## src/rtl/json_string_field_extractor_core_macros.svh

```systemverilog
// Assertion macros used by the extractor core.
`ifndef JSON_STRING_FIELD_EXTRACTOR_CORE_MACROS_SVH
`define JSON_STRING_FIELD_EXTRACTOR_CORE_MACROS_SVH

// Same-cycle implication, sampled on clk, off while rst_n is low.
`define JSFX_ASSERT_SAME(lbl, ante, cons, msg) \
  lbl: assert property (@(posedge clk) disable iff (!rst_n) (ante) |-> (cons)) \
    else $error(msg);

// Next-cycle implication, sampled on clk, off while rst_n is low.
`define JSFX_ASSERT_NEXT(lbl, ante, cons, msg) \
  lbl: assert property (@(posedge clk) disable iff (!rst_n) (ante) |=> (cons)) \
    else $error(msg);

`endif

```

## src/rtl/jsfx_pkg.sv

```systemverilog
package jsfx_pkg;

  localparam int MAX_KEY_BYTES_DEF = 8;
  localparam int CFG_IDX_W         = 2;
  localparam int CFG_DATA_W        = 64;
  localparam int KEY_LEN_W         = 4;
  localparam int BUF_SIZE_W        = 16;
  localparam int KEY_POS_W         = 4;
  localparam int PHASE_W           = 3;

  localparam logic [BUF_SIZE_W-1:0] BUF_SIZE_RST = 16'd256;

  // Configuration register indexes.
  localparam logic [CFG_IDX_W-1:0] CFG_KEY_BYTES   = 2'd0;
  localparam logic [CFG_IDX_W-1:0] CFG_KEY_LENGTH  = 2'd1;
  localparam logic [CFG_IDX_W-1:0] CFG_BUFFER_SIZE = 2'd2;

  // Parse phases.
  localparam logic [PHASE_W-1:0] PH_OPEN       = 3'd0;
  localparam logic [PHASE_W-1:0] PH_BETWEEN    = 3'd1;
  localparam logic [PHASE_W-1:0] PH_KEY        = 3'd2;
  localparam logic [PHASE_W-1:0] PH_COLON      = 3'd3;
  localparam logic [PHASE_W-1:0] PH_VALUE_OPEN = 3'd4;
  localparam logic [PHASE_W-1:0] PH_VALUE      = 3'd5;
  localparam logic [PHASE_W-1:0] PH_DONE       = 3'd6;

  // Result kinds.
  localparam logic [1:0] KIND_CHAR = 2'd0;
  localparam logic [1:0] KIND_OK   = 2'd1;
  localparam logic [1:0] KIND_FAIL = 2'd2;

  typedef struct packed {
    logic [7:0] data_byte;
    logic       end_of_object;
  } in_word_t;

  typedef struct packed {
    logic [1:0] result_kind;
    logic [7:0] value_char;
    logic       is_last;
  } out_word_t;

  typedef struct packed {
    logic [KEY_LEN_W-1:0]  key_length;
    logic [BUF_SIZE_W-1:0] buffer_size;
  } cfg_t;

  typedef struct packed {
    logic [PHASE_W-1:0]    phase;
    logic                  escape_pending;
    logic [KEY_POS_W-1:0]  key_position;
    logic                  key_still_matches;
    logic                  field_is_wanted;
    logic [BUF_SIZE_W-1:0] chars_emitted;
    logic                  answer_given;
  } parse_state_t;

  localparam parse_state_t STATE_CLEAR = '{
    phase:             PH_OPEN,
    escape_pending:    1'b0,
    key_position:      '0,
    key_still_matches: 1'b1,
    field_is_wanted:   1'b0,
    chars_emitted:     '0,
    answer_given:      1'b0
  };

endpackage

```

## src/rtl/json_string_field_extractor_core.sv

```systemverilog
// A word's result passes from the input register into the result register through combinational step logic.
// Throughput: one word per cycle while the output is not stalled; the byte-wise parse state takes one step per word.
// Output stalls back up through the input register, one word deep on each side.
// Reset (rst_n low at a clock edge) empties both registers, restarts the parser
// at the opening brace and sets key_bytes=0, key_length=0, buffer_size=256.
module json_string_field_extractor_core #(
  parameter int MAX_KEY_BYTES = jsfx_pkg::MAX_KEY_BYTES_DEF
) (
  input  logic                             clk,
  input  logic                             rst_n,
  input  logic                             in_valid,
  output logic                             in_ready,
  input  jsfx_pkg::in_word_t               in_data,
  output logic                             out_valid,
  input  logic                             out_ready,
  output jsfx_pkg::out_word_t              out_data,
  input  logic                             cfg_we,
  input  logic [jsfx_pkg::CFG_IDX_W-1:0]   cfg_index,
  input  logic [jsfx_pkg::CFG_DATA_W-1:0]  cfg_wdata
);
  import jsfx_pkg::*;

  `include "json_string_field_extractor_core_macros.svh"

  // Configuration registers.
  logic [MAX_KEY_BYTES*8-1:0] key_bytes;
  cfg_t                       cfg;

  jsfx_cfg #(.MAX_KEY_BYTES(MAX_KEY_BYTES)) u_cfg (
    .clk        (clk),
    .rst_n      (rst_n),
    .cfg_we     (cfg_we),
    .cfg_index  (cfg_index),
    .cfg_wdata  (cfg_wdata),
    .key_bytes_o(key_bytes),
    .cfg_o      (cfg)
  );

  // Input register. A held word is processed once the result register can
  // take whatever it produces, so the input register holds its word while an
  // earlier result waits to be taken.
  logic         in_valid_r;
  in_word_t     in_word_r;
  logic         advance;

  // Parser state and the step logic that updates it.
  parse_state_t st_r;
  parse_state_t st_nxt;
  logic         has_result;
  out_word_t    result;

  // Result register.
  logic         out_valid_r;
  out_word_t    out_word_r;

  assign advance  = in_valid_r && (!out_valid_r || out_ready);
  assign in_ready = !in_valid_r || advance;

  always_ff @(posedge clk) begin
    if (!rst_n) begin
      in_valid_r <= 1'b0;
    end else if (in_ready) begin
      in_valid_r <= in_valid;
    end
  end

  always_ff @(posedge clk) begin
    if (in_valid && in_ready) begin
      in_word_r <= in_data;
    end
  end

  jsfx_step #(.MAX_KEY_BYTES(MAX_KEY_BYTES)) u_step (
    .st_i       (st_r),
    .word_i     (in_word_r),
    .cfg_i      (cfg),
    .key_bytes_i(key_bytes),
    .st_nxt     (st_nxt),
    .has_result (has_result),
    .result     (result)
  );

  // The parser state moves only when the held word is consumed.
  always_ff @(posedge clk) begin
    if (!rst_n) begin
      st_r <= STATE_CLEAR;
    end else if (advance) begin
      st_r <= st_nxt;
    end
  end

  // Words that produce no result simply leave the result register alone.
  always_ff @(posedge clk) begin
    if (!rst_n) begin
      out_valid_r <= 1'b0;
    end else if (advance && has_result) begin
      out_valid_r <= 1'b1;
    end else if (out_ready) begin
      out_valid_r <= 1'b0;
    end
  end

  always_ff @(posedge clk) begin
    if (advance && has_result) begin
      out_word_r <= result;
    end
  end

  assign out_valid = out_valid_r;
  assign out_data  = out_word_r;

  // Once the answer is out, nothing but the end flag may produce a result.
  `JSFX_ASSERT_SAME(a_quiet_after_answer, advance && st_r.answer_given && !in_word_r.end_of_object, !has_result, "result after answer was given")

  // A final result leaves the parser either done or waiting for a new object.
  `JSFX_ASSERT_NEXT(a_final_sets_done, advance && has_result && result.result_kind != KIND_CHAR, st_r.answer_given || st_r.phase == PH_OPEN, "final result without done state")

  // Value characters come only from the wanted field's value.
  `JSFX_ASSERT_SAME(a_char_only_in_value, advance && has_result && result.result_kind == KIND_CHAR, st_r.field_is_wanted && st_r.phase == PH_VALUE, "character outside the wanted value")

endmodule

```

## src/rtl/jsfx_cfg.sv

```systemverilog
module jsfx_cfg #(
  parameter int MAX_KEY_BYTES = jsfx_pkg::MAX_KEY_BYTES_DEF
) (
  input  logic                              clk,
  input  logic                              rst_n,
  input  logic                              cfg_we,
  input  logic [jsfx_pkg::CFG_IDX_W-1:0]    cfg_index,
  input  logic [jsfx_pkg::CFG_DATA_W-1:0]   cfg_wdata,
  output logic [MAX_KEY_BYTES*8-1:0]        key_bytes_o,
  output jsfx_pkg::cfg_t                    cfg_o
);
  import jsfx_pkg::*;

  logic [MAX_KEY_BYTES*8-1:0] key_bytes_r;
  cfg_t                       cfg_r;

  // Only the key bytes that can ever be compared are stored.
  always_ff @(posedge clk) begin
    if (!rst_n) begin
      key_bytes_r       <= '0;
      cfg_r.key_length  <= '0;
      cfg_r.buffer_size <= BUF_SIZE_RST;
    end else if (cfg_we) begin
      unique case (cfg_index)
        CFG_KEY_BYTES:   key_bytes_r       <= cfg_wdata[MAX_KEY_BYTES*8-1:0];
        CFG_KEY_LENGTH:  cfg_r.key_length  <= cfg_wdata[KEY_LEN_W-1:0];
        CFG_BUFFER_SIZE: cfg_r.buffer_size <= cfg_wdata[BUF_SIZE_W-1:0];
        default: ;
      endcase
    end
  end

  assign key_bytes_o = key_bytes_r;
  assign cfg_o       = cfg_r;

endmodule

```

## src/rtl/jsfx_step.sv

```systemverilog
module jsfx_step #(
  parameter int MAX_KEY_BYTES = jsfx_pkg::MAX_KEY_BYTES_DEF
) (
  input  jsfx_pkg::parse_state_t     st_i,
  input  jsfx_pkg::in_word_t         word_i,
  input  jsfx_pkg::cfg_t             cfg_i,
  input  logic [MAX_KEY_BYTES*8-1:0] key_bytes_i,
  output jsfx_pkg::parse_state_t     st_nxt,
  output logic                       has_result,
  output jsfx_pkg::out_word_t        result
);
  import jsfx_pkg::*;

  localparam int KIDX_W = (MAX_KEY_BYTES > 1) ? $clog2(MAX_KEY_BYTES) : 1;
  localparam logic [KEY_POS_W-1:0] KEY_POS_MAX = KEY_POS_W'(MAX_KEY_BYTES);

  function automatic logic is_ws(input logic [7:0] c);
    return (c == 8'h20) || (c == 8'h09) || (c == 8'h0A) || (c == 8'h0B) ||
           (c == 8'h0C) || (c == 8'h0D);
  endfunction

  logic [7:0]            c;
  logic [KIDX_W-1:0]     key_idx;
  logic [7:0]            want_byte;
  logic                  key_hit;
  logic                  esc_known;
  logic [7:0]            esc_char;
  logic [7:0]            emit_val;
  logic                  do_emit;
  logic                  buf_full;
  logic                  fail_now;
  logic                  ok_now;

  assign c         = word_i.data_byte;
  assign key_idx   = st_i.key_position[KIDX_W-1:0];
  assign want_byte = key_bytes_i[8*key_idx +: 8];
  assign key_hit   = (st_i.key_position < KEY_POS_MAX) &&
                     (st_i.key_position < cfg_i.key_length) && (want_byte == c);
  assign buf_full  = ({1'b0, st_i.chars_emitted} + 17'd1) >= {1'b0, cfg_i.buffer_size};

  always_comb begin
    esc_known = 1'b1;
    esc_char  = c;
    unique case (c)
      8'h22:   esc_char = 8'h22;
      8'h5C:   esc_char = 8'h5C;
      8'h2F:   esc_char = 8'h2F;
      8'h6E:   esc_char = 8'h0A;
      8'h72:   esc_char = 8'h0D;
      8'h74:   esc_char = 8'h09;
      8'h62:   esc_char = 8'h08;
      8'h66:   esc_char = 8'h0C;
      default: esc_known = 1'b0;
    endcase
  end

  always_comb begin
    st_nxt   = st_i;
    do_emit  = 1'b0;
    emit_val = c;
    fail_now = 1'b0;
    ok_now   = 1'b0;

    if (word_i.end_of_object) begin
      st_nxt   = STATE_CLEAR;
      fail_now = !(st_i.answer_given || (st_i.phase == PH_DONE));
    end else begin
      unique case (st_i.phase)
        PH_OPEN: begin
          if (cfg_i.buffer_size == '0) fail_now = 1'b1;
          else st_nxt.phase = PH_BETWEEN;
        end
        PH_BETWEEN: begin
          if (!(is_ws(c) || c == 8'h2C)) begin
            if (c != 8'h22) begin
              fail_now = 1'b1;
            end else begin
              st_nxt.phase             = PH_KEY;
              st_nxt.escape_pending    = 1'b0;
              st_nxt.key_position      = '0;
              st_nxt.key_still_matches = 1'b1;
            end
          end
        end
        PH_KEY: begin
          if (!st_i.escape_pending && c == 8'h22) begin
            st_nxt.phase = PH_COLON;
          end else begin
            // A backslash and the byte after it are both compared raw.
            st_nxt.escape_pending = !st_i.escape_pending && (c == 8'h5C);
            if (!key_hit) st_nxt.key_still_matches = 1'b0;
            if (st_i.key_position < KEY_POS_MAX + KEY_POS_W'(1)) begin
              st_nxt.key_position = st_i.key_position + KEY_POS_W'(1);
            end
          end
        end
        PH_COLON: begin
          if (!is_ws(c)) begin
            if (c != 8'h3A) fail_now = 1'b1;
            else st_nxt.phase = PH_VALUE_OPEN;
          end
        end
        PH_VALUE_OPEN: begin
          if (!is_ws(c)) begin
            if (c != 8'h22) begin
              fail_now = 1'b1;
            end else begin
              st_nxt.phase           = PH_VALUE;
              st_nxt.escape_pending  = 1'b0;
              st_nxt.chars_emitted   = '0;
              st_nxt.field_is_wanted = st_i.key_still_matches &&
                                       (st_i.key_position == cfg_i.key_length);
            end
          end
        end
        PH_VALUE: begin
          if (st_i.escape_pending) begin
            st_nxt.escape_pending = 1'b0;
            if (st_i.field_is_wanted) begin
              if (!esc_known) fail_now = 1'b1;
              else begin
                do_emit  = 1'b1;
                emit_val = esc_char;
              end
            end
          end else if (c == 8'h5C) begin
            st_nxt.escape_pending = 1'b1;
          end else if (c == 8'h22) begin
            if (st_i.field_is_wanted) ok_now = 1'b1;
            else st_nxt.phase = PH_BETWEEN;
          end else if (st_i.field_is_wanted) begin
            do_emit = 1'b1;
          end
        end
        default: ;
      endcase

      // A character that would not fit in the buffer turns into a failure.
      if (do_emit && buf_full) begin
        do_emit  = 1'b0;
        fail_now = 1'b1;
      end
      if (do_emit) st_nxt.chars_emitted = st_i.chars_emitted + BUF_SIZE_W'(1);
      if (fail_now || ok_now) begin
        st_nxt.phase        = PH_DONE;
        st_nxt.answer_given = 1'b1;
      end
    end
  end

  always_comb begin
    has_result = do_emit || fail_now || ok_now;
    result     = '0;
    if (do_emit) begin
      result.result_kind = KIND_CHAR;
      result.value_char  = emit_val;
    end else if (ok_now) begin
      result.result_kind = KIND_OK;
      result.is_last     = 1'b1;
    end else if (fail_now) begin
      result.result_kind = KIND_FAIL;
      result.is_last     = 1'b1;
    end
  end

endmodule
```

## config.mk

```make
export PLATFORM = sky130hd
export DESIGN_NAME = json_string_field_extractor_core
export DESIGN_NICKNAME = d
export VERILOG_FILES = /design/src/rtl/jsfx_pkg.sv /design/src/rtl/json_string_field_extractor_core.sv /design/src/rtl/jsfx_cfg.sv /design/src/rtl/jsfx_step.sv
export VERILOG_INCLUDE_DIRS = /design/src /design/src/rtl
export SDC_FILE = /design/constraint.sdc
export NUM_CORES = 1
export LEC_CHECK = 0
export ABC_AREA = 1
export BUFFER_PORTS_ARGS = -buffer_cell sky130_fd_sc_hd__buf_2
export CAP_MARGIN = 30
export CORE_UTILIZATION = 40
export CTS_BUF_LIST = sky130_fd_sc_hd__clkbuf_8
export DETAILED_ROUTE_END_ITERATION = 8
export PLACE_DENSITY_LB_ADDON = 0.08
export SLEW_MARGIN = 15
export SYNTH_ARGS = -nofsm -noshare
export SYNTH_HDL_FRONTEND = slang
export SYNTH_SLANG_ARGS = --single-unit
export TNS_END_PERCENT = 100
```

## constraint.sdc

```tcl
create_clock -name clk -period 4.4 [get_ports clk]
set_input_delay 0.44 -clock clk [delete_from_list [all_inputs] [get_ports clk]]
set_output_delay 0.44 -clock clk [all_outputs]
set_load 0.01 [all_outputs]
```

# Word-level counts from Yosys, hierarchy flattened
# Index checks and enable logic that the tools add are counted.
# op_classes
n_mux	70
n_reduce_logical	47
shifts	1
magnitude_cmp	4
eq_ne	50
n_addsub	3
# op_table
operator	n
8-bit case mux with 8 select lines	1
64-bit by 7-bit variable part select with 8-bit output	1
17-bit two-way mux	3
8-bit by 7-bit equality test with 1-bit output (second input constant)	6
8-bit by 4-bit equality test with 1-bit output (second input constant)	5
8-bit two-way mux	5
1-bit two-way mux	39
8-bit by 6-bit equality test with 1-bit output (second input constant)	4
4-bit != test (second input constant)	8
27-bit two-way mux	1
3-bit two-way mux	9
3-bit != test (second input constant)	8
9-bit two-way mux	2
3-bit case mux with 6 select lines	1
16-bit by 1-bit adder with 17-bit output (second input constant)	1
17-bit by 16-bit >= comparator with 1-bit output	1
16-bit by 1-bit adder with 16-bit output (second input constant)	1
16-bit zero test	1
16-bit two-way mux	1
8-bit by 6-bit != test with 1-bit output (second input constant)	2
14-bit AND reduction	1
1-bit logical OR	12
4-bit two-way mux	3
6-bit AND reduction	2
32 further kinds	57
# totals
register_bits	133
out_inout_bits	13
inputBits	80

# Depth between registers and ports, before layout
# Gate-level depths: netlist of run 1.
# logic_depth
ltp_word	16
mapped_depth	24
ltp_nobuf	24

# Cells and area by module
# From an unflattened synthesis of run 1, not the netlist that was laid out.
# unflattened
hier_cells	1335
area_unflattened_um2	8448.1
# modules_own_cells
module	n_inst	area_per_inst_um2	cells_each
jsfx_cfg	1	3664.8	547
jsfx_step	1	2870.3	578
json_string_field_extractor_core	1	1913.1	210

# Worst setup path after synthesis of run 1
# OpenSTA, ideal clock, no wires.
# synth_path
path_type	reg2reg
from	register st_r[3] in the netlist's numbering
to	register out_word_r, in the netlist out_data[0], enable pin
path_buffers	0
stages_incl_launch_ff	23
arrival_time_ns	2.853
t_required_ns	4.061
slack_ns	1.208
path_cell_list	dfxtp_1 > nand3_1 > nor3b_1 > nand2_1 > nor3_1 > xnor2_1 > inv_1 > ha_1 > nand2_1 > inv_1 > nand2_1 > nor2_1 > a21oi_1 > nand2_1 > nand2_1 > nand3_1 > nand2_1 > nand3_4 > nand2_1 > inv_1 > nand3_1 > nand2_1 > inv_1
# synth_via
elab_chain_cells	9
word_cells_on_any_way	12
cone_classes	add/sub: 1; order compare: 1; mux: 6; reduce/logical: 4
# synth_lines
item	line	source
from (decl)	json_string_field_extractor_core.sv:47	parse_state_t st_r;
from (signal assigned)	json_string_field_extractor_core.sv:88	st_r <= st_nxt;
16-bit by 1-bit adder with 17-bit output *	jsfx_step.sv:39	assign buf_full = ({1'b0, st_i.chars_emitted} + 17'd1) >= {1'b0, cfg_i.buffer_size};
17-bit by 16-bit >= comparator with 1-bit output *	jsfx_step.sv:39	
1-bit logical AND *	jsfx_step.sv:139	if (do_emit && buf_full) begin
1-bit two-way mux	jsfx_step.sv:139	
1-bit two-way mux (2 in series)	jsfx_step.sv:64	if (word_i.end_of_object) begin
1-bit logical OR * (2 in series)	jsfx_step.sv:152	has_result = do_emit || fail_now || ok_now;
1-bit logical AND *	json_string_field_extractor_core.sv:104	if (advance && has_result) begin
to (signal assigned)	json_string_field_extractor_core.sv:105	out_word_r <= result;
to (decl)	json_string_field_extractor_core.sv:54	out_word_t out_word_r;
# Mark *: on every way between the ends. The rest lies on a longest branch, timed or not. The select of a mux whose other input is x is not followed.
# A chain may end at the register's enable or synchronous reset.

# Final worst setup path of run 1
# layout_path
from	register st_r[1] in the netlist's numbering
to	register out_word_r, in the netlist out_data[2], enable pin
# Same word-level chain as after synthesis.

==> results.ini, run 1 <==
[global_routing]
antenna_found_initial=0
grtUsageTotal=0.203
grt_first_pass_wirelength_microns=28800
grt_max_degree=77
grt_pass1_vias=5787
grt_overflow=0

[worst_setup_path]
critPathKind=reg -> reg
cp_slowest_cell=nor3b_1
crit_required_ns=4.50
critPathTopFamily=simple AND/OR/NAND/NOR gates
cp.arrival_ns=3.85
reg2reg_from=st_r[1]$_SDFFE_PN0P_
critPathMaxStageDelay_ns=0.52
crit_fanout=11
regToRegSetupSlack_ns=0.64
cp-end-kind=register
reg2reg_depth=22
crit_path_start_kind=register
reg2reg_to=out_data[2]$_SDFFCE_PN0P_
crit_buf_inv=4
startpoint=st_r[1]$_SDFFE_PN0P_
crit_top_cell=nand2_1
crit_chain=nand3_1 > nor3b_1 > nand2_1 > nor3_1 > xnor2_1 > inv_1 > ha_1 > nand2_1 > inv_1 > nand2_1 > nor2_1 > a21oi_1 > nand2_1 > nand2_1 > nand3_1 > nand2_1 > nand3_4 > nand2_1 > inv_1 > nand3_1 > nand2_1 > inv_1

[timing]
period_minus_slack_ns=3.76
relSlewSlack=0.429
setup_viol=0
skew_ns=0.0139
fin_crit_sh=0.853
rsz0062_at_grt=no
hold_viol=0
clock.fmax_ghz=0.266
slew_viol_final=0
setup-tns-final_ns=0
tightest_slew_ns=0.856

[finish]
nets=1145
area_growth_pct=14.5
finish.instance_area_sq_um=7930
drive_above_1_share=0.150
antenna_cells=0

[clocking]
cts_num_sinks=133
clockRootBuffer=clkbuf_8
post_cts_buffers=0
numCtsBuffers=17
hold_buffers=0
cts_max_level=4
cts_tree=yes
clkLatencyLatePin_ns=0.45
clockBufferDepth=2
cts_resized=0
path_clk_slew_ns=0.08

[run]
maxCapViolCount=0

[synth]
syn-num-nets=1072
synthTopCellsByArea=dfxtp_1 33%, nor2_1 9.8%, o21ai_0 9.5%, edfxtp_1 8.7%, nand2_1 6.9%
yosys-top-cells-count=181 x nor2_1, 132 x o21ai_0, 127 x nand2_1
ys_ff_latch=133
synthCells=969
synth_ff_type=dfxtp_1
ys_warn_count=0
yosysUniqueCellTypes=46
synth_top_cell_area_share=0.327
synth_top_cell_by_area=dfxtp_1
synth.avg_cell_area_sq_um=7.15
async_reset_ff_frac=0
syn_area_sq_um=6930
yosysMostFrequentCell=nor2_1
synth-seq-area-share=0.413
synth_edf_count=20

[die]
die_x_microns=134
num_rows=47
die_h_microns=134
start_util=0.413
dieArea_sq_um=17900
boundaryPins=93
fp.coreArea_sq_um=16800

[drt]
drt_iter0_drc=364
first_pass_iters=5
vias=6277
via_per_inst=4.93
antenna_left=0
finalWirelength_microns=17400
avgRoutedWirePerCell_microns=13.7
route.detailed.drc=0

[place]
hpwlAfterDp_microns=12700
placed_area_sq_um=7500
port_buffers=92
place.gp.congestion=0.886

[hold_path]
min_from=in_data[3]
worstHoldPathCells=1
hp-class=in -> reg
whs_endpoint=in_word_r[3]$_DFFE_PP_

[pwr]
ir_drop_v=0.000184
p_leak_nw=3.43
power_per_cell_area_nw_per_um2=353

[run_status]
status=finished clean

## stage by stage
| stage | worst slack, ns | instances | hold WS (ns) | utilization | total power (W) |
|---|---|---|---|---|---|
| global route | 0.109 | 1274 | 0.140 | 0.473 | 0.00294 |
| global placement | 0.779 | 1242 | 0.439 | 0.448 | 0.00174 |
| finish | 0.645 | 1274 | 0.166 | 0.473 | 0.00280 |
| CTS | 0.587 | 1273 | 0.143 | 0.472 | 0.00283 |
| detailed placement | 0.625 | 1242 | 0.441 | 0.448 | 0.00174 |
| floorplan | 1.21 | 969 | 0.419 | - | 0.00162 |
## sequential cells by signal (all words and copies together) (netlist names)
register,count
u_cfg.key_bytes_o,64
st_r,27
u_cfg.cfg_o,20
out_data,11
in_word_r,9
in_valid_r,1
out_valid,1
## kinds of logic (layout without fill, tap and decap cells)
logic type | Yosys count | in the layout | synth area share
AND/OR/NAND/NOR | 393 | 393 | 0.243
adder cells (fa/ha/maj) | 23 | 23 | 0.0415
AO/OA/AOI/OAI | 254 | 254 | 0.194
buffers and inverters | 149 | 234 | 0.0872
XOR/XNOR | 17 | 17 | 0.0215
flip-flops | 133 | 133 | 0.413
## cells in the final DEF (no fill, tap or decap), types with 3 or more instances in the layout
cell type  count
a21oi_1       75
a22oi_1        3
buf_2         92
buf_4          5
bufinv_16      3
clkbuf_8      19
dfxtp_1      113
edfxtp_1      20
ha_1          23
inv_1        100
inv_2          4
inv_6          3
nand2_1      127
nand2_2        8
nand3_1       33
nand3_2        4
nand4_1       12
nor2_1       181
nor2_2         3
nor3_1        13
o211ai_1       9
o21ai_0      132
o21ai_1       17
o22ai_1        7
xor2_1        16
## how the worst max path moves through the flow
stage / endpoint / cells after the start
after floorplan: out_data[0]$_SDFFCE_PP0P_ / 22
after global placement: out_data[1]$_SDFFCE_PN0P_ / 22
after detailed placement: out_data[1]$_SDFFCE_PN0P_ / 22
after CTS: out_data[1]$_SDFFCE_PN0P_ / 22
after global routing: out_data[5]$_SDFFCE_PN0P_ / 22
final: out_data[2]$_SDFFCE_PN0P_ / 22
## final cells by class
cell class,instances,area (sq um)
well taps,220,275
clock inverters,12,153
flip-flops and latches,133,2860
clock buffers,19,262
multi-input cells,687,3470
fillers,1788,8830
inverters,105,399
repair buffers,98,513
## layer usage
layer | track usage | part of all wire
met1 | 0.284 | 0.50
met2 | 0.320 | 0.45
met3 | 0.0400 | 0.033
met4 | 0.0524 | 0.0095
met5 | 0 | 0
## report_power, final
part           switching [W]  internal (W)  leakage (nW)
registers          0.0000399       0.00129          1.12
logic               0.000238      0.000138          2.09
clock network       0.000496      0.000589         0.214
total               0.000775       0.00202          3.43
(Power assumes the default switching activity.)
==> run 2, diff against run 1 <==
--- a/config.mk
+++ b/config.mk
@@ -7,14 +7,15 @@
 export NUM_CORES = 1
 export LEC_CHECK = 0
 export ABC_AREA = 1
-export BUFFER_PORTS_ARGS = -buffer_cell sky130_fd_sc_hd__buf_2
 export CAP_MARGIN = 30
 export CORE_UTILIZATION = 40
 export CTS_BUF_LIST = sky130_fd_sc_hd__clkbuf_8
 export DETAILED_ROUTE_END_ITERATION = 8
+export DONT_BUFFER_PORTS = 1
 export PLACE_DENSITY_LB_ADDON = 0.08
 export SLEW_MARGIN = 15
 export SYNTH_ARGS = -nofsm -noshare
 export SYNTH_HDL_FRONTEND = slang
+export SYNTH_HIERARCHICAL = 1
 export SYNTH_SLANG_ARGS = --single-unit
 export TNS_END_PERCENT = 100
==> run 2 against run 1 <==
  * Synthesized area increased by 22%
  * Wire length is 29% higher
  * Clock power shrank 4%
  * Critical endpoint is now out_data[9]$_DFFE_PP_
  * Highest routed layer unchanged
==> results.ini, run 2 <==
[run_status]
status=finished clean

[global_routing]
met1_usage=0.303  ; +0.0192
grtUsageTotal=0.211  ; +0.00745
grt_first_pass_wirelength_microns=36500  ; +27%
grt_util_met2=0.319  ; -0.000630
met3_usage=0.0457  ; +0.00570
grt_pass1_vias=7139  ; +23%
grt_overflow=0  ; unchanged
grt_max_degree=132  ; +71%
antenna_found_initial=0  ; unchanged
grt-busiest-layer=met2

[timing]
setup-tns-final_ns=0  ; unchanged
rsz0062_at_grt=no
clock.fmax_ghz=0.272  ; +2.3%
period_minus_slack_ns=3.67  ; -0.0842 ns
setup_viol=0  ; unchanged
relSlewSlack=0.507  ; +0.0776
hold_viol=0  ; unchanged
fin_crit_sh=0.834  ; -0.0191
skew_ns=0.0113  ; -0.00266 ns
tightest_slew_ns=0.733  ; -0.123 ns
worst_slack_ns=0.729  ; +0.0842 ns
slew_viol_final=0  ; unchanged
whs_ns=0.0699  ; -0.0962 ns

[worst_setup_path]
crit_fanout=11  ; unchanged
critPathMaxStageDelay_ns=0.41  ; -0.11 ns
crit_buf_inv=5  ; +1
crit_chain=ha_1 > nand2_1 > nor2_1 > nand2_1 > nor2_1 > nand4_1 > xor2_1 > inv_1 > ha_1 > nand2_1 > inv_1 > nand3_1 > nor3_1 > a211oi_2 > nand4_2 > nand2_1 > inv_1 > nand3_1 > inv_1 > nor2_1 > buf_4
crit_path_start_kind=register
cp-end-kind=register
critPathTopFamily=simple AND/OR/NAND/NOR gates
critPathKind=reg -> reg
crit_required_ns=4.57  ; +0.07 ns
cp.arrival_ns=3.84  ; about the same
cp_slowest_cell=dfxtp_1

[clocking]
cts_num_sinks=133  ; unchanged
clkLatencyLatePin_ns=0.46  ; about the same
post_cts_buffers=0  ; unchanged
path_clk_slew_ns=0.09  ; about the same
hold_buffers=0  ; unchanged
clockBufferDepth=2  ; unchanged
numCtsBuffers=17  ; unchanged
cts_resized=0  ; unchanged
cts_max_level=4  ; unchanged
clockRootBuffer=clkbuf_8
cts_tree=yes

[die]
dieArea_sq_um=21700  ; +22%
boundaryPins=93  ; unchanged
die_x_microns=147  ; +10%
start_util=0.412  ; -0.00115
fp.coreArea_sq_um=20500  ; +22%
num_rows=52  ; +11%
die_h_microns=147  ; +10%

[drt]
first_pass_iters=8  ; +3
finalWirelength_microns=22400  ; +29%
vias=7864  ; +25%
via_per_inst=5.00  ; +1.5%
avgRoutedWirePerCell_microns=14.3  ; +4.3%
antenna_left=0  ; unchanged
drt_iter0_drc=411  ; +13%
route.detailed.drc=0  ; unchanged

[finish]
largest_register_ffs=64  ; unchanged
drive_above_1_share=0.0599  ; -0.0900
nets=1392  ; +22%
final_cell_mix=260 x nand2_1, 244 x nor2_1, 194 x inv_1, 135 x nand3_1, 126 x a21oi_1
final_common_cell=nand2_1
n_fill_cell=2307  ; +29%
area_growth_pct=4.67
antenna_cells=0  ; unchanged

[place]
hpwlAfterDp_microns=14900  ; +17%
port_buffers=0  ; -100%
place.gp.congestion=0.865  ; -2.3%
post-place-ws_ns=0.750  ; +0.125 ns

[pwr]
netSwitchingPower_w=0.000902  ; +16%
clkPwrFrac=0.366  ; -0.022
p_leak_nw=4.15  ; +21%
cellInternalPower_w=0.00197  ; -2.4%
p_comb_frac=0.162  ; +0.027
seqPwrFrac=0.473  ; -0.004
power_per_cell_area_nw_per_um2=325  ; -7.8%
ir_drop_v=0.000171  ; -7.3%
switching_share=0.314  ; +0.0367

[synth]
synthCells=1335  ; +38%
synth_edf_count=20  ; unchanged
synth_top_cell_area_share=0.268  ; -0.0588
yosys-top-cells-count=260 x nand2_1, 244 x nor2_1, 192 x inv_1
synth.avg_cell_area_sq_um=6.33  ; -11%
async_reset_ff_frac=0  ; unchanged
synth_top_cell_by_area=dfxtp_1
synthTopCellsByArea=dfxtp_1 27%, nand2_1 12%, nor2_1 11%, inv_1 8.5%, nand3_1 8.0%
ys_warn_count=6  ; +6
yosysUniqueCellTypes=42  ; -8.7%
synth-seq-area-share=0.339  ; -0.0744
yosysMostFrequentCell=nand2_1
ys_ff_latch=133  ; unchanged
syn_area_sq_um=8450  ; +22%
syn-num-nets=1438  ; +34%
synth_ff_type=dfxtp_1

[run]
maxCapViolCount=0  ; unchanged

[hold_path]
hp-class=in -> reg

-- run 2: cell count changes after synthesis, sizes merged, moves of 15 or more --
| cell | before | now |
|---|---|---|
| nor2 | 185 | 255 |
| inv | 104 | 200 |
| nand2 | 135 | 270 |
| nand3 | 38 | 136 |
| clkbuf | 33 | 18 |
| a21oi | 77 | 127 |
| o21ai | 150 | 62 |
| buf | 11 | 54 |
-- run 2: metrics by stage --
stage | cell area [sq um] | std cells | total power (W) | util
after global routing | 8840 | 1572 | 0.00304 | 0.431
final | 8840 | 1572 | 0.00288 | 0.431
after global placement | 8440 | 1539 | 0.00185 | 0.412
after floorplan | 8450 | 1335 | 0.00177 | -
after CTS | 8840 | 1572 | 0.00291 | 0.431
after detailed placement | 8450 | 1540 | 0.00185 | 0.412
-- run 2: power groups by stage --
| stage | logic, W | registers (W) | clock network (W) |
|---|---|---|---|
| global placement | 0.000461 | 0.00139 | 0 |
| global route | 0.000535 | 0.00137 | 0.00113 |
| finish | 0.000465 | 0.00136 | 0.00105 |
| detailed placement | 0.000461 | 0.00139 | 0 |
| CTS | 0.000464 | 0.00136 | 0.00108 |
| floorplan | 0.000405 | 0.00137 | 0 |
-- run 2: worst paths after layout --
| check | start | to | slack (ns) | depth (start not counted) |
|---|---|---|---|---|
| setup / recovery | st_r[1]$_SDFFE_PN0P_ | out_data[9]$_DFFE_PP_ | 0.73 | 21 |
| setup reg to reg | st_r[1]$_SDFFE_PN0P_ | out_data[9]$_DFFE_PP_ | 0.73 | 21 |
| hold / removal | in_data[7] | in_word_r[7]$_DFFE_PP_ | 0.07 | 0 |
| hold reg to reg | u_cfg/key_bytes_o[44]$_SDFFE_PN0P_ | u_cfg/key_bytes_o[44]$_SDFFE_PN0P_ | 0.48 | 2 |
-- run 2: per-layer routing --
metal,wire length (microns),part of all wire
met5,0,0
met4,233,0.010
met3,1080,0.048
met2,9750,0.44
met1,11300,0.51
-- run 2: area by class of cell --
cell class                 count  area [sq um]  share of cell area
clock buffer                  17           234              0.0265
clock inverter                15           156              0.0177
multi-input combinational    930          4420               0.500
sequential                   133          2860               0.324
tap                          270           338              0.0382
timing repair buffer           7          72.6             0.00821
inverter                     200           753              0.0852
-- run 2: worst reg2reg max path: stages, from the launching register on --
cell and delay [ns]:
dfxtp_1 0.41, ha_1 0.21, nand2_1 0.06, nor2_1 0.25, nand2_1 0.17, nor2_1 0.17
nand4_1 0.12, xor2_1 0.15, inv_1 0.08, ha_1 0.29, nand2_1 0.07, inv_1 0.04
nand3_1 0.06, nor3_1 0.06, a211oi_2 0.36, nand4_2 0.31, nand2_1 0.13, inv_1 0.05
nand3_1 0.06, inv_1 0.05, nor2_1 0.09, buf_4 0.20
-- run 2: cells by family (layout without fill, tap and decap cells) --
group / count (synthesis) / count (layout) / synth area share
DFF: 133 / 133 / 0.339
adders and majority gates: 23 / 23 / 0.0341
xor gates and xnor gates: 15 / 15 / 0.0156
AOI/OAI and AO/OA: 200 / 200 / 0.126
and+or+nand+nor: 692 / 692 / 0.347
buffers and inverters: 272 / 239 / 0.138
